$ cat src/rtl/assert_macros.svh
`ifndef ASSERT_MACROS_SVH
`define ASSERT_MACROS_SVH

// Implication checked on every clock edge outside reset
`define SLP_ASSERT_IMP(lbl, clk, rst_n, ante, cons, msg) \
  lbl: assert property (@(posedge clk) disable iff (!rst_n) (ante) |-> (cons)) \
    else $error(msg);

// Condition that must never hold outside reset
`define SLP_ASSERT_NEVER(lbl, clk, rst_n, cond, msg) \
  lbl: assert property (@(posedge clk) disable iff (!rst_n) !(cond)) else $error(msg);

`endif

$ cat src/rtl/slp_pkg.sv
`default_nettype none
package slp_pkg;
  localparam int GRID_MAX = 1024;
  localparam int AW       = $clog2(GRID_MAX);
  localparam int HW       = 11;

  localparam logic CMD_CLEAR = 1'b0;
  localparam logic CMD_PLACE = 1'b1;

  // Skyline store access
  typedef struct packed {
    logic          we;
    logic [AW-1:0] waddr;
    logic [HW-1:0] wdata;
    logic [AW-1:0] raddr;
  } slp_mem_req_t;

  // One placement result
  typedef struct packed {
    logic          placed;
    logic [9:0]    pos_x;
    logic [HW-1:0] pos_y;
    logic [HW-1:0] top;
  } slp_res_t;
endpackage
`default_nettype wire

$ cat src/rtl/slp_seq.sv
`default_nettype none
`include "assert_macros.svh"
module slp_seq
  import slp_pkg::*;
(
  input  wire logic          clk,
  input  wire logic          rst_n,
  input  wire logic          cfg_we,
  input  wire logic [10:0]   cfg_wdata,
  input  wire logic          in_valid,
  output logic               in_ready,
  input  wire logic          in_cmd,
  input  wire logic [10:0]   in_w,
  input  wire logic [10:0]   in_h,
  output logic               res_valid,
  input  wire logic          res_ready,
  output slp_res_t           res,
  output slp_mem_req_t       mem_req,
  input  wire logic [HW-1:0] mem_rdata
);
  typedef enum logic [2:0] {S_CLR, S_IDLE, S_SCAN, S_ACC, S_DONE, S_WRITE} state_t;

  state_t        state_r, state_nxt;
  logic [10:0]   cfg_grid_r;
  logic [10:0]   grid_r, grid_nxt;
  logic [10:0]   w_r, w_nxt, h_r, h_nxt;
  logic [AW-1:0] clr_r, clr_nxt;
  logic [AW-1:0] start_r, start_nxt;
  logic [10:0]   off_r, off_nxt;
  logic [HW-1:0] ymax_r, ymax_nxt;
  logic [9:0]    bx_r, bx_nxt;
  logic [HW-1:0] by_r, by_nxt;
  logic [11:0]   btop_r, btop_nxt;
  logic          found_r, found_nxt;

  logic [10:0]   grid_eff;
  logic [10:0]   rd_sum, wr_sum, start_inc;
  logic [11:0]   cand_top;
  logic [12:0]   next_end;

  assign grid_eff  = (cfg_grid_r > 11'(GRID_MAX)) ? 11'(GRID_MAX) : cfg_grid_r;
  assign rd_sum    = {1'b0, start_r} + off_r;
  assign wr_sum    = {1'b0, bx_r} + off_r;
  assign cand_top  = {1'b0, ymax_r} + {1'b0, h_r};
  assign start_inc = {1'b0, start_r} + 11'd1;
  assign next_end  = {2'b0, start_inc} + {2'b0, w_r};

  assign in_ready  = (state_r == S_IDLE);
  assign res_valid = (state_r == S_DONE);
  assign res.placed = found_r;
  assign res.pos_x  = bx_r;
  assign res.pos_y  = by_r;
  assign res.top    = found_r ? btop_r[HW-1:0] : '0;

  // Store access
  always_comb begin
    mem_req.raddr = rd_sum[AW-1:0];
    mem_req.we    = 1'b0;
    mem_req.waddr = clr_r;
    mem_req.wdata = '0;
    if (state_r == S_CLR) begin
      mem_req.we = 1'b1;
    end else if (state_r == S_WRITE) begin
      mem_req.we    = 1'b1;
      mem_req.waddr = wr_sum[AW-1:0];
      mem_req.wdata = btop_r[HW-1:0];
    end
  end

  // Sequencer
  always_comb begin
    state_nxt = state_r;
    grid_nxt  = grid_r;
    w_nxt     = w_r;
    h_nxt     = h_r;
    clr_nxt   = clr_r;
    start_nxt = start_r;
    off_nxt   = off_r;
    ymax_nxt  = ymax_r;
    bx_nxt    = bx_r;
    by_nxt    = by_r;
    btop_nxt  = btop_r;
    found_nxt = found_r;
    unique case (state_r)
      S_CLR: begin
        clr_nxt = clr_r + 1'b1;
        if (clr_r == AW'(GRID_MAX - 1)) state_nxt = S_IDLE;
      end
      S_IDLE: begin
        if (in_valid) begin
          if (in_cmd == CMD_CLEAR) begin
            clr_nxt   = '0;
            state_nxt = S_CLR;
          end else begin
            grid_nxt  = grid_eff;
            w_nxt     = in_w;
            h_nxt     = in_h;
            start_nxt = '0;
            off_nxt   = '0;
            ymax_nxt  = '0;
            bx_nxt    = '0;
            by_nxt    = '0;
            btop_nxt  = {1'b0, grid_eff} + 12'd1;
            found_nxt = 1'b0;
            if (grid_eff == '0 || in_w > grid_eff) state_nxt = S_DONE;
            else state_nxt = S_SCAN;
          end
        end
      end
      S_SCAN: begin
        if (off_r == w_r) begin
          // span finished: compare its top with the best so far
          if (cand_top < btop_r) begin
            btop_nxt  = cand_top;
            bx_nxt    = start_r;
            by_nxt    = ymax_r;
            found_nxt = 1'b1;
          end
          off_nxt  = '0;
          ymax_nxt = '0;
          // next start must lie inside the grid and its span must fit
          if (next_end <= {2'b0, grid_r} && start_inc < grid_r) begin
            start_nxt = start_inc[AW-1:0];
          end else begin
            state_nxt = S_DONE;
          end
        end else begin
          state_nxt = S_ACC;
        end
      end
      S_ACC: begin
        if (mem_rdata > ymax_r) ymax_nxt = mem_rdata;
        off_nxt   = off_r + 11'd1;
        state_nxt = S_SCAN;
      end
      S_DONE: begin
        if (res_ready) begin
          off_nxt = '0;
          if (found_r && w_r != '0) state_nxt = S_WRITE;
          else state_nxt = S_IDLE;
        end
      end
      S_WRITE: begin
        off_nxt = off_r + 11'd1;
        if (off_r + 11'd1 == w_r) state_nxt = S_IDLE;
      end
      default: state_nxt = S_IDLE;
    endcase
  end

  always_ff @(posedge clk) begin
    if (!rst_n) begin
      state_r    <= S_CLR;
      clr_r      <= '0;
      cfg_grid_r <= 11'(GRID_MAX);
      found_r    <= 1'b0;
    end else begin
      state_r <= state_nxt;
      clr_r   <= clr_nxt;
      found_r <= found_nxt;
      if (cfg_we) cfg_grid_r <= cfg_wdata;
    end
    grid_r  <= grid_nxt;
    w_r     <= w_nxt;
    h_r     <= h_nxt;
    start_r <= start_nxt;
    off_r   <= off_nxt;
    ymax_r  <= ymax_nxt;
    bx_r    <= bx_nxt;
    by_r    <= by_nxt;
    btop_r  <= btop_nxt;
  end

  `SLP_ASSERT_IMP(a_top_sum, clk, rst_n, res_valid && res.placed, res.top == res.pos_y + h_r, "placed top is not bottom plus height")
  `SLP_ASSERT_IMP(a_rd_in_grid, clk, rst_n, state_r == S_ACC, $past(rd_sum) < grid_r, "read outside the grid")
  `SLP_ASSERT_NEVER(a_res_in_clr, clk, rst_n, res_valid && (state_r == S_CLR), "result during clear")
endmodule
`default_nettype wire

$ cat config.mk
export PLATFORM = sky130hd
export DESIGN_NAME = slp_seq
export DESIGN_NICKNAME = d
export VERILOG_FILES = /design/src/rtl/slp_pkg.sv /design/src/rtl/slp_seq.sv
export VERILOG_INCLUDE_DIRS = /design/src /design/src/rtl
export SDC_FILE = /design/constraint.sdc
export NUM_CORES = 1
export LEC_CHECK = 0
export BUFFER_PORTS_ARGS = -buffer_cell sky130_fd_sc_hd__buf_2
export CAP_MARGIN = 40
export CORE_MARGIN = 5
export CORE_UTILIZATION = 45
export DETAILED_ROUTE_END_ITERATION = 6
export PLACE_DENSITY = 0.69
export SYNTH_ARGS = -nofsm -noshare
export SYNTH_HDL_FRONTEND = slang
export SYNTH_SLANG_ARGS = --single-unit
export TNS_END_PERCENT = 100
$ cat constraint.sdc
create_clock -name clk -period 11.9 [get_ports clk]
set_input_delay 0.595 -clock clk [delete_from_list [all_inputs] [get_ports clk]]
set_output_delay 0.595 -clock clk [all_outputs]
set_load 0.1 [all_outputs]
==> flow_metrics.py <==
metrics = {
    "outcome": {
        "status": "finished clean",
    },
    "logic_synthesis": {
        "yosys_warnings": 0,
        "syn_nets": 1059,
        "seq_area_frac_synth": 0.3965,
        "synth-seq-cells": 123,
        "synth-edff-count": 98,
        "syn_area_um2": 8685,
        "yosysTopAreaCell": "edfxtp_1",
        "async_reset_ff_frac": 0,
        "synth_top_area_share": 0.3389,
        "synth_cells": 905,
        "netlist_top_cells_area": "edfxtp_1, ha_1, dfxtp_1, xnor2_1, nor2_1",
        "ys.flop_type": "edfxtp_1",
        "avgSynthCellArea_um2": 9.596,
        "synth.distinct_cells": 66,
    },
    "power_and_ir_drop": {
        "p_per_area_nw_per_um2": 101.1,
        "vdd_drop_max_mv": 0.1012,
        "p_clk_frac": 0.498,
        "comb_power_share": 0.044,
        "p_sw_frac": 0.2273,
        "p_leak_uw": 0.004592,
        "p_sw_uw": 231.9,
        "seqPwrFrac": 0.459,
        "p_int_uw": 788.3,
    },
    "sta": {
        "period_minus_slack_ns": 4.968,
        "finalHoldViolations": 0,
        "max_slew.worst_pin.slew_ns": 0.8224,
        "fin_skew_ns": 0.01323,
        "drv_slew": 0,
        "setup_viol": 0,
        "fin_ws_ns": 6.932,
        "tns_ns": 0,
        "max_freq_mhz": 201.3,
        "slew_headroom": 0.4506,
        "rsz0062_at_grt": "false",
        "finalCritPeriodShare": 0.4175,
    },
    "grt": {
        "grt_use_total": 0.2001,
        "antenna_found_initial": 0,
        "overflow": 0,
        "grt_max_degree": 37,
        "grt_pass1_vias": 6751,
        "grt_pass1_wl_mm": 35.15,
    },
    "detailed_routing": {
        "finalWirelength_mm": 21.65,
        "wl_met2_mm": 10.25,
        "vias": 6837,
        "drc_errors": 0,
        "vias_per_cell": 5.284,
        "route.met3.wl_mm": 1.001,
        "drt_iter0_markers": 472,
        "wire_per_inst_um": 16.73,
        "dr.pass1.iters": 5,
        "dr.max_layer_used": "met4",
        "antenna_left": 0,
        "wl_met1_mm": 10.00,
    },
    "clock_network": {
        "clk-insertion-delay-late_ns": 0.43,
        "htreeDepth": 4,
        "tritoncts": "yes",
        "cts_made_buffers": 17,
        "cts_buffer_depth": 2,
        "cts_resized": 0,
        "clock_sink_count": 123,
        "postCtsHoldBufs": 0,
        "clk_pin_slew_ns": 0.06,
        "cts_root_buf": "clkbuf_16",
        "postCtsSetupBuffers": 0,
    },
    "die": {
        "rows": 50,
        "core-area_um2": 18830,
        "io_pins": 117,
        "die_w_um": 148.9,
        "start_util": 0.4612,
        "die-area_um2": 22180,
        "fp.dieH_um": 148.9,
    },
    "finish": {
        "seqCellArea_um2": 3443,
        "n_fill_cell": 1710,
        "drive_gt1_frac": 0.1596,
        "synthToLayoutAreaGrowth_pct": 16.15,
        "nNetsFinal": 1176,
        "diodes": 0,
        "multi_input_area_um2": 4801,
    },
    "worst_setup_path": {
        "crit_path_start_kind": "flip-flop",
        "worstSetupPathType": "flip-flop to flip-flop",
        "cp.required_ns": 12.01,
        "cp.arrival_ns": 5.07,
        "cp_max_fo": 10,
        "cp-end-kind": "flip-flop",
    },
    "placed_design": {
        "numPortBuffers": 116,
        "dp_hpwl_mm": 16.70,
        "gp_congestion": 0.9286,
        "preCtsSetupSlack_ns": 7.019,
    },
    "min_path": {
        "hold_class": "primary input to flip-flop",
    },
    "job": {
        "cap_violations": 0,
    },
}
-- sequential cells by signal, summed over array words and instances (netlist names), 11 cells and up --
signal and flops:
btop_r 12, by_r 11, cfg_grid_r 11, grid_r 11
h_r 11, off_r 11, w_r 11, ymax_r 11
-- stage by stage --
stage	power (µW)	utilization	hold WS (ns)	std cells	cell area, µm²
after floorplan	503.1	-	0.4712	905	8685
after global placement	520.2	0.5041	0.5021	1261	9492
after detailed placement	521.0	0.5052	0.5041	1263	9514
after CTS	1026	0.5357	0.3248	1294	10090
after global routing	1052	0.5357	0.3314	1294	10090
final	1020	0.5357	0.3347	1294	10090
-- layout by cell type (no fill, tap or decap), types with 7 or more instances in the layout --
cell / n
buf_2: 116
ha_1: 100
edfxtp_1: 98
nor2_1: 87
inv_1: 79
nand2_1: 69
xnor2_1: 44
and2_1: 40
o21ai_0: 40
a21oi_1: 40
xor2_1: 31
nand3_1: 29
dfxtp_1: 25
nor2b_1: 19
nor3_1: 17
a21o_1: 17
clkbuf_16: 17
mux2i_1: 11
nor4_1: 10
o21a_1: 10
and3_1: 9
nand4_1: 9
o211ai_1: 9
o31ai_1: 8
a21boi_0: 8
a211oi_1: 7
buf_4: 7
-- area by class of cell --
| class | instances | share of cell area |
|---|---|---|
| clock buffers | 17 | 0.04217 |
| repair buffers | 124 | 0.06425 |
| well taps | 260 | 0.03225 |
| inverters | 79 | 0.02940 |
| multi-input cells | 677 | 0.4759 |
| clock inverters | 14 | 0.01464 |
| flip-flops and latches | 123 | 0.3414 |
-- kinds of logic (layout without fill, tap and decap cells) --
family | count (synthesis) | in the layout | synth area share
and+or+nand+nor | 319 | 319 | 0.1846
AOI/OAI and AO/OA | 168 | 168 | 0.1259
DFF | 123 | 123 | 0.3965
buffers and inverters | 105 | 234 | 0.05143
adders and majority gates | 104 | 104 | 0.1533
xor gates and xnor gates | 75 | 75 | 0.07564
muxes | 11 | 11 | 0.01268
-- cells in the mapped netlist (2+ instances only) --
library cell,instances
ha_1,100
edfxtp_1,98
nor2_1,87
inv_1,79
nand2_1,69
xnor2_1,44
a21oi_1,40
and2_1,40
o21ai_0,40
xor2_1,31
nand3_1,29
dfxtp_1,25
nor2b_1,19
a21o_1,17
nor3_1,17
clkbuf_1,13
mux2i_1,11
nor4_1,10
o21a_1,10
and3_1,9
nand4_1,9
o211ai_1,9
a21boi_0,8
o31ai_1,8
a211oi_1,7
a31oi_1,5
buf_4,5
nand2b_1,5
nor3b_1,5
buf_6,4
fa_1,4
o211a_1,3
or2_2,3
or3_1,3
and4_1,2
buf_2,2
nand3b_1,2
o2111ai_1,2
o21bai_1,2
o41ai_1,2
or2_1,2
-- layer usage --
layer  track usage  vias to the layer above
li1              -                     3444
met5             0                        -
met1        0.2670                     3180
met4       0.05538                        0
met2        0.3340                      188
met3       0.03798                       25
-- power by group through the flow --
stage / sequential [µW] / combinational, µW / clock (µW)
2_1_floorplan: 475 / 28.1 / 0
3_3_place_gp: 476 / 43.8 / 0
3_5_place_dp: 476 / 44.5 / 0
4_1_cts: 468 / 44.9 / 514
5_1_grt: 468 / 50.2 / 533
6_report: 468 / 44.5 / 508
-- worst max-delay path, cell delays in order (launching register included) --
cell and delay (ns):
edfxtp_1 0.49, ha_1 0.29, xor2_1 0.27, ha_1 0.33
o21ai_0 0.24, o21ai_0 0.14, a21oi_1 0.23, o21ai_0 0.18
a21o_1 0.22, a21oi_1 0.17, xnor2_1 0.14, ha_1 0.26
nand4_1 0.09, nor2_1 0.05, a21boi_0 0.11, or4b_2 0.61
a211oi_1 0.47, or2_2 0.36
-- worst paths after layout --
kind,startpoint,to,slack [ns],cells past startpoint
setup / recovery,start_r[0]$_SDFFCE_PN0P_,start_r[9]$_SDFFCE_PN0P_,6.93,17
hold / removal,in_h[8],h_r[8]$_DFFE_PP_,0.33,1
setup reg to reg,start_r[0]$_SDFFCE_PN0P_,start_r[9]$_SDFFCE_PN0P_,6.93,17
hold reg to reg,clr_r[1]$_SDFFE_PN0P_,clr_r[1]$_SDFFE_PN0P_,0.54,2
Note: power is estimated with default switching activity, not from simulation.
